==> src/rtl/utf8d_pkg.sv <==
// Shared types for the UTF-8 to UCS-4 decoder.
package utf8d_pkg;

  localparam int unsigned CpWidth   = 21;
  localparam int unsigned ByteWidth = 8;
  localparam int unsigned CapWidth  = 16;
  localparam int unsigned PendWidth = 3;

  localparam logic [ByteWidth-1:0] ContLow  = 8'h80;
  localparam logic [ByteWidth-1:0] Lead2Low = 8'hC0;
  localparam logic [ByteWidth-1:0] Lead3Low = 8'hE0;
  localparam logic [ByteWidth-1:0] Lead4Low = 8'hF0;
  localparam logic [ByteWidth-1:0] Lead5Low = 8'hF8;
  localparam logic [ByteWidth-1:0] Lead6Low = 8'hFC;
  localparam logic [ByteWidth-1:0] BadLow   = 8'hFE;
  localparam int unsigned          ContBits = 6;

  // Decoder state apart from the per-string counter
  typedef struct packed {
    logic [PendWidth-1:0] bytes_pending;
    logic                 skipping;
    logic [CpWidth-1:0]   accumulator;
    logic                 discard_rest;
  } dec_state_t;

  // Per-item result of the decode step
  typedef struct packed {
    logic               emit;
    logic               term;
    logic               last;
    logic [CpWidth-1:0] code_point;
  } dec_result_t;

endpackage

==> src/rtl/utf8d_step.sv <==
// One-byte decode step: next state and optional code point from current state.
module utf8d_step #(
  parameter int unsigned COUNT_WIDTH = 16
) (
  input  utf8d_pkg::dec_state_t                  state_i,
  input  logic [COUNT_WIDTH-1:0]                 count_i,
  input  logic [utf8d_pkg::CapWidth-1:0]         capacity_i,
  input  logic [utf8d_pkg::ByteWidth-1:0]        byte_i,
  output utf8d_pkg::dec_state_t                  state_o,
  output logic [COUNT_WIDTH-1:0]                 count_o,
  output logic [utf8d_pkg::CapWidth-1:0]         written_o,
  output utf8d_pkg::dec_result_t                 result_o
);
  import utf8d_pkg::*;

  // Compare width covers both the counter and the capacity register
  localparam int unsigned LimW = (COUNT_WIDTH > CapWidth) ? COUNT_WIDTH : CapWidth;

  logic [LimW-1:0]        cap_ext;
  logic [LimW-1:0]        max_ext;
  logic [LimW-1:0]        limit;
  logic [LimW-1:0]        cnt_ext;
  logic [LimW-1:0]        cnt_inc_ext;
  logic [COUNT_WIDTH-1:0] cnt_inc;
  logic [CpWidth-1:0]     acc_shift;
  logic [PendWidth-1:0]   pend_dec;

  // Limit is capacity clipped to the counter range
  assign cap_ext     = LimW'(capacity_i);
  assign max_ext     = LimW'({COUNT_WIDTH{1'b1}});
  assign limit       = (cap_ext < max_ext) ? cap_ext : max_ext;
  assign cnt_ext     = LimW'(count_i);
  assign cnt_inc     = count_i + COUNT_WIDTH'(1);
  assign cnt_inc_ext = LimW'(cnt_inc);
  assign acc_shift   = {state_i.accumulator[CpWidth-ContBits-1:0], byte_i[ContBits-1:0]};
  assign pend_dec    = state_i.bytes_pending - PendWidth'(1);
  assign written_o   = cnt_inc_ext[CapWidth-1:0];

  always_comb begin
    state_o  = state_i;
    count_o  = count_i;
    result_o = '0;

    if (state_i.bytes_pending != '0) begin
      // Following byte of a sequence
      state_o.bytes_pending = pend_dec;
      if (state_i.skipping) begin
        if (pend_dec == '0) begin
          state_o.skipping = 1'b0;
        end
      end else begin
        state_o.accumulator = acc_shift;
        if (pend_dec == '0) begin
          result_o.emit       = 1'b1;
          result_o.code_point = acc_shift;
        end
      end
    end else if (state_i.discard_rest || (cnt_ext >= limit)) begin
      // Past the limit: drop up to the terminator
      state_o.discard_rest = 1'b1;
      if (byte_i == '0) begin
        state_o = '0;
        count_o = '0;
      end
    end else if (byte_i < ContLow) begin
      result_o.emit       = 1'b1;
      result_o.term       = (byte_i == '0);
      result_o.code_point = CpWidth'(byte_i);
    end else if ((byte_i < Lead2Low) || (byte_i >= BadLow)) begin
      // Lone continuation or invalid byte: dropped
    end else if (byte_i < Lead3Low) begin
      state_o.accumulator   = CpWidth'(byte_i[4:0]);
      state_o.bytes_pending = PendWidth'(1);
    end else if (byte_i < Lead4Low) begin
      state_o.accumulator   = CpWidth'(byte_i[3:0]);
      state_o.bytes_pending = PendWidth'(2);
    end else if (byte_i < Lead5Low) begin
      state_o.accumulator   = CpWidth'(byte_i[2:0]);
      state_o.bytes_pending = PendWidth'(3);
    end else if (byte_i < Lead6Low) begin
      state_o.skipping      = 1'b1;
      state_o.bytes_pending = PendWidth'(4);
    end else begin
      state_o.skipping      = 1'b1;
      state_o.bytes_pending = PendWidth'(5);
    end

    // Emission bumps the counter and may close the string
    if (result_o.emit) begin
      count_o       = cnt_inc;
      result_o.last = result_o.term || (cnt_inc_ext >= limit);
      if (result_o.term) begin
        state_o = '0;
        count_o = '0;
      end else if (result_o.last) begin
        state_o.discard_rest = 1'b1;
      end
    end
  end

endmodule

==> src/rtl/utf8_to_ucs4_decoder_core.sv <==
// Top level of the UTF-8 to UCS-4 decoder with APB capacity register.
//
// Usage: one byte of a zero-terminated UTF-8 string enters per item on the
// in_valid_i/in_ready_o channel. Decoded code points leave on the
// out_valid_o/out_ready_i channel with the per-string count and a last flag
// (set on the terminator or when the capacity limit is reached).
// A code point is registered and appears in the cycle after the byte that completes it.
// Throughput: one byte per cycle; the decode step is a single combinational
// stage feeding the result register, with the state registers looping back.
// A stalled receiver holds the result register; input is still taken as long
// as the result register is empty or being drained in the same cycle.
// Reset clears all decode state and sets capacity to 65535; the capacity
// register sits at byte address 0 of the APB port and takes effect from the
// next byte taken after the write.
module utf8_to_ucs4_decoder_core #(
  parameter int unsigned COUNT_WIDTH = 16
) (
  input  logic                                clk_i,
  input  logic                                rst_ni,
  // byte input
  input  logic                                in_valid_i,
  output logic                                in_ready_o,
  input  logic [utf8d_pkg::ByteWidth-1:0]     in_byte_i,
  // code point output
  output logic                                out_valid_o,
  input  logic                                out_ready_i,
  output logic [utf8d_pkg::CpWidth-1:0]       code_point_o,
  output logic [utf8d_pkg::CapWidth-1:0]      written_count_o,
  output logic                                last_o,
  // configuration
  input  logic                                psel,
  input  logic                                penable,
  input  logic                                pwrite,
  input  logic [1:0]                          paddr,
  input  logic [31:0]                         pwdata,
  output logic [31:0]                         prdata,
  output logic                                pready
);
  import utf8d_pkg::*;

  localparam logic [1:0] AddrCapacity = 2'd0;

  dec_state_t             state_q, state_d;
  logic [COUNT_WIDTH-1:0] count_q, count_d;
  logic [CapWidth-1:0]    capacity_q;
  logic [CapWidth-1:0]    written;
  dec_result_t            res;
  logic                   in_fire;
  logic                   cfg_write;

  logic                   out_valid_q;
  logic [CpWidth-1:0]     code_point_q;
  logic [CapWidth-1:0]    written_count_q;
  logic                   last_q;

  // Handshake
  assign in_ready_o = !out_valid_q || out_ready_i;
  assign in_fire    = in_valid_i && in_ready_o;

  // Decode step
  utf8d_step #(
    .COUNT_WIDTH(COUNT_WIDTH)
  ) u_step (
    .state_i    (state_q),
    .count_i    (count_q),
    .capacity_i (capacity_q),
    .byte_i     (in_byte_i),
    .state_o    (state_d),
    .count_o    (count_d),
    .written_o  (written),
    .result_o   (res)
  );

  // Decode state
  always_ff @(posedge clk_i or negedge rst_ni) begin
    if (!rst_ni) begin
      state_q <= '0;
      count_q <= '0;
    end else if (in_fire) begin
      state_q <= state_d;
      count_q <= count_d;
    end
  end

  // Result register
  always_ff @(posedge clk_i or negedge rst_ni) begin
    if (!rst_ni) begin
      out_valid_q <= 1'b0;
    end else if (in_ready_o) begin
      out_valid_q <= in_fire && res.emit;
    end
  end

  always_ff @(posedge clk_i) begin
    if (in_fire && res.emit) begin
      code_point_q    <= res.code_point;
      written_count_q <= written;
      last_q          <= res.last;
    end
  end

  assign out_valid_o     = out_valid_q;
  assign code_point_o    = code_point_q;
  assign written_count_o = written_count_q;
  assign last_o          = last_q;

  // APB capacity register
  assign cfg_write = psel && penable && pwrite && pready;
  assign pready    = 1'b1;
  assign prdata    = (paddr == AddrCapacity) ? 32'(capacity_q) : 32'd0;

  always_ff @(posedge clk_i or negedge rst_ni) begin
    if (!rst_ni) begin
      capacity_q <= '1;
    end else if (cfg_write && (paddr == AddrCapacity)) begin
      capacity_q <= pwdata[CapWidth-1:0];
    end
  end

  // Assertions
  a_skip_pending: assert property (@(posedge clk_i) disable iff (!rst_ni)
    state_q.skipping |-> state_q.bytes_pending != '0)
    else $error("skipping without pending bytes");

  a_pending_range: assert property (@(posedge clk_i) disable iff (!rst_ni)
    state_q.bytes_pending <= 3'd5)
    else $error("pending byte count out of range");

  a_term_restart: assert property (@(posedge clk_i) disable iff (!rst_ni)
    (in_fire && res.emit && res.term) |=> (count_q == '0 && state_q == '0))
    else $error("terminator did not restart the decoder");

endmodule
==> config.mk <==
export PLATFORM = sky130hd
export DESIGN_NAME = utf8_to_ucs4_decoder_core
export DESIGN_NICKNAME = d
export VERILOG_FILES = /design/src/rtl/utf8d_pkg.sv /design/src/rtl/utf8d_step.sv /design/src/rtl/utf8_to_ucs4_decoder_core.sv
export SDC_FILE = /design/constraint.sdc
export NUM_CORES = 1
export LEC_CHECK = 0
export BUFFER_PORTS_ARGS = -buffer_cell sky130_fd_sc_hd__buf_4
export CORE_ASPECT_RATIO = 1.25
export CORE_MARGIN = 5
export CORE_UTILIZATION = 54
export DETAILED_ROUTE_END_ITERATION = 10
export GPL_TIMING_DRIVEN = 0
export MAX_ROUTING_LAYER = met4
export PLACE_DENSITY = 0.8
export SLEW_MARGIN = 20
export SYNTH_ARGS = -nofsm -noshare
export SYNTH_HDL_FRONTEND = slang
export SYNTH_SLANG_ARGS = --single-unit
export TNS_END_PERCENT = 30
==> constraint.sdc <==
create_clock -name clk_i -period 5.5 [get_ports clk_i]
set_input_delay 1.1 -clock clk_i [delete_from_list [all_inputs] [get_ports clk_i]]
set_output_delay 1.1 -clock clk_i [all_outputs]
set_load 0.02 [all_outputs]
==> metrics.txt <==
run status completed; post-DR vias/cell 5.72; post-CTS resize count 0; top cell type's share of synthesized area 22.0%; Peak VDD IR about 0.22 mV; max-cap violations 0; top cells by area, synth edfxtp_1 22%, dfrtp_1 18%, ha_1 8.2%; DRC viols 0; worst setup slack after layout 2.17 ns; Final Hold Fails 0; Worst slew margin between 20 and 30%; synth warn 0; TritonCTS Buffers 9; Filler cells roughly 760; RSZ-0062 raised after global routing no; Routed Antenna Nets 0; antenna violations before repair 0; IO Port Bufs 88; die area 11700 sq um; Post-Place Worst Slack 2.21 ns; DP Wirelength 9230 um; Final Critical Period 3.33 ns; vias 4272; f_max approximately 300 MHz; synthesized area 5190 sq um; Clock transition at path regs 0.06 ns; initial core utilization 54.6%; r2r worst-path depth 9; crit-path cells inv_1 -> ha_1 -> and2_1 -> o21ai_0 -> nor2_1 -> clkbuf_1 -> nor2_1 -> nor2_4 -> buf_12; GR Util All Layers a little under a quarter; number of global-route vias before repair 4371; Yosys top cell by area edfxtp_1; Syn Inst Count roughly 500; Clock Latency Late Sink 0.34 ns; CP delay by family, top simple AND/OR/NAND/NOR gates; most common cell in the netlist nand2_1; worst path bufs/invs 3; number of post-CTS setup repair buffers 0; placed inst area between 6000 and 7000 sq um; worst-path fanout max 30; Die W 97.7 um; FF+latch count, synth approximately 90; Post-Route WL 12500 um; worst hold path class reg2reg; crit start category flip-flop; Core Area 9510 sq um; Final setup viols 0; share of cells above drive strength 1 25.3%; hold path depth 1; WS Path Type reg2reg; Synth cell types 60; clock buffer depth 2; cell mode on critical path nor2_1; Syn Area/Cell 10.4 sq um; largest net degree at the start of global routing 54; post-route cell area 6400 sq um; PD cells between 400 and 500 nW/um^2; Max Clock Skew 0.00924 ns; total gr overflow 0; top post-synthesis cells by count 49 x nand2_1, 38 x edfxtp_1, 37 x dfrtp_1; Pwr Total 2.76 mW; CP required ~5.5 ns; Slew @ Worst Pin 1.11 ns; CTS Root Cell clkbuf_16; CTS tree done; clock sink count 91; crit end category flip-flop; slowest stage delay, CP 0.70 ns; final worst-path cycle share between 60% and 70%; max-slew violations 0; Top FF cell, synth edfxtp_1; hold buffers post-CTS 0; router iterations before antenna repair 4; Inserted Diodes 0; post-synthesis async set-or-reset flop share 58.2%; first-pass GRT wire length 20600 um; WL/cell between 15 and 20 um; row count 40; Finished Core Util 67.3%; H-tree levels 3; number of synthesized flops with an enable pin 38; nets@finish 699; setup TNS 0 ns; routability cong. 0.911; DR iter-0 viols 267; area growth from synthesis to layout 23.4%; sequential share of the synthesized area a little under half; Slowest-stage cell, CP nor2_1; CP Depth 9; Leak between 2 and 3 nW; arrival time worst endpoint 3.37 ns; I/O pins 122; Vert. Die Dim 120 um
## metal layers
layer | vias up | wire length [um] | GRT usage [%]
met2 | 189 | 6610 | 39.7
met1 | 1997 | 4700 | 24.3
met5 | - | 0 | -
met4 | 0 | 454 | 11.1
li1 | 2044 | - | -
met3 | 42 | 771 | 4.24
## final cells by class
cell class / instances / area [sq um] / share of cell area (%)
buffer: 37 / 208 / 3.24
clock buffer: 10 / 239 / 3.73
clock inverter: 6 / 71.3 / 1.11
inverter: 28 / 105 / 1.64
multi-input combinational: 360 / 2450 / 38.3
sequential: 91 / 2490 / 38.8
tap: 126 / 158 / 2.46
timing repair buffer: 89 / 681 / 10.6
## final timing paths
check | from | endpoint | slack, ns
max | state_q[23] | code_point_o[4] | 2.17
min | state_q[14] | state_q[14] | 0.50
min reg2reg | state_q[14] | state_q[14] | 0.50
min in group asynchronous | rst_ni | count_q[14] | 0.79
max in group asynchronous | rst_ni | state_q[5] | 4.25
max reg2reg | state_q[23] | code_point_o[4] | 2.17
## cells by family after synthesis
kind of cell | Yosys count | synth area share [%]
mux | 12 | 2.36
xor+xnor | 12 | 2.02
flops | 91 | 47.9
compound gates | 119 | 17.0
buf+inv | 65 | 6.03
fa+ha+maj | 34 | 8.19
simple gates | 166 | 16.4
other cells | 2 | 0.145
## sequential cells by signal (all words and copies together) (netlist names)
| register | count |
|---|---|
| out_valid_o | 1 |
| count_q | 16 |
| capacity_q | 16 |
| last_o | 1 |
| written_count_o | 16 |
| state_q | 20 |
| code_point_o | 21 |
## report_power, final
group          switching [mW]  leakage [nW]  total, mW  internal (mW)
Combinational           0.658          1.69       1.10          0.440
Sequential              0.117          1.01       1.02          0.906
Clock                   0.267         0.151      0.636          0.369
## metrics by stage
stage	hold WS, ns	std cells
floorplan	0.458	516
global placement	0.476	730
detailed placement	0.482	731
CTS	0.501	747
global route	0.521	747
finish	0.502	747
## layout by cell type (no fill, tap or decap), types with 5 or more instances in the layout
master and instances:
a21o_1 5, a21oi_1 17, a22o_1 13, a32o_1 11, and2_1 26, buf_4 106
clkbuf_1 18, clkbuf_16 9, conb_1 17, dfrtp_1 37, dfstp_2 16, edfxtp_1 38
ha_1 34, inv_1 28, mux2i_1 10, nand2_1 49, nand2b_1 5, nand3_1 9
nand4_1 10, nor2_1 24, nor3_1 21, o2111ai_1 6, o21ai_0 26, o221ai_1 9
xnor2_1 11
No activity file was read; power rests on OpenSTA's default activity.
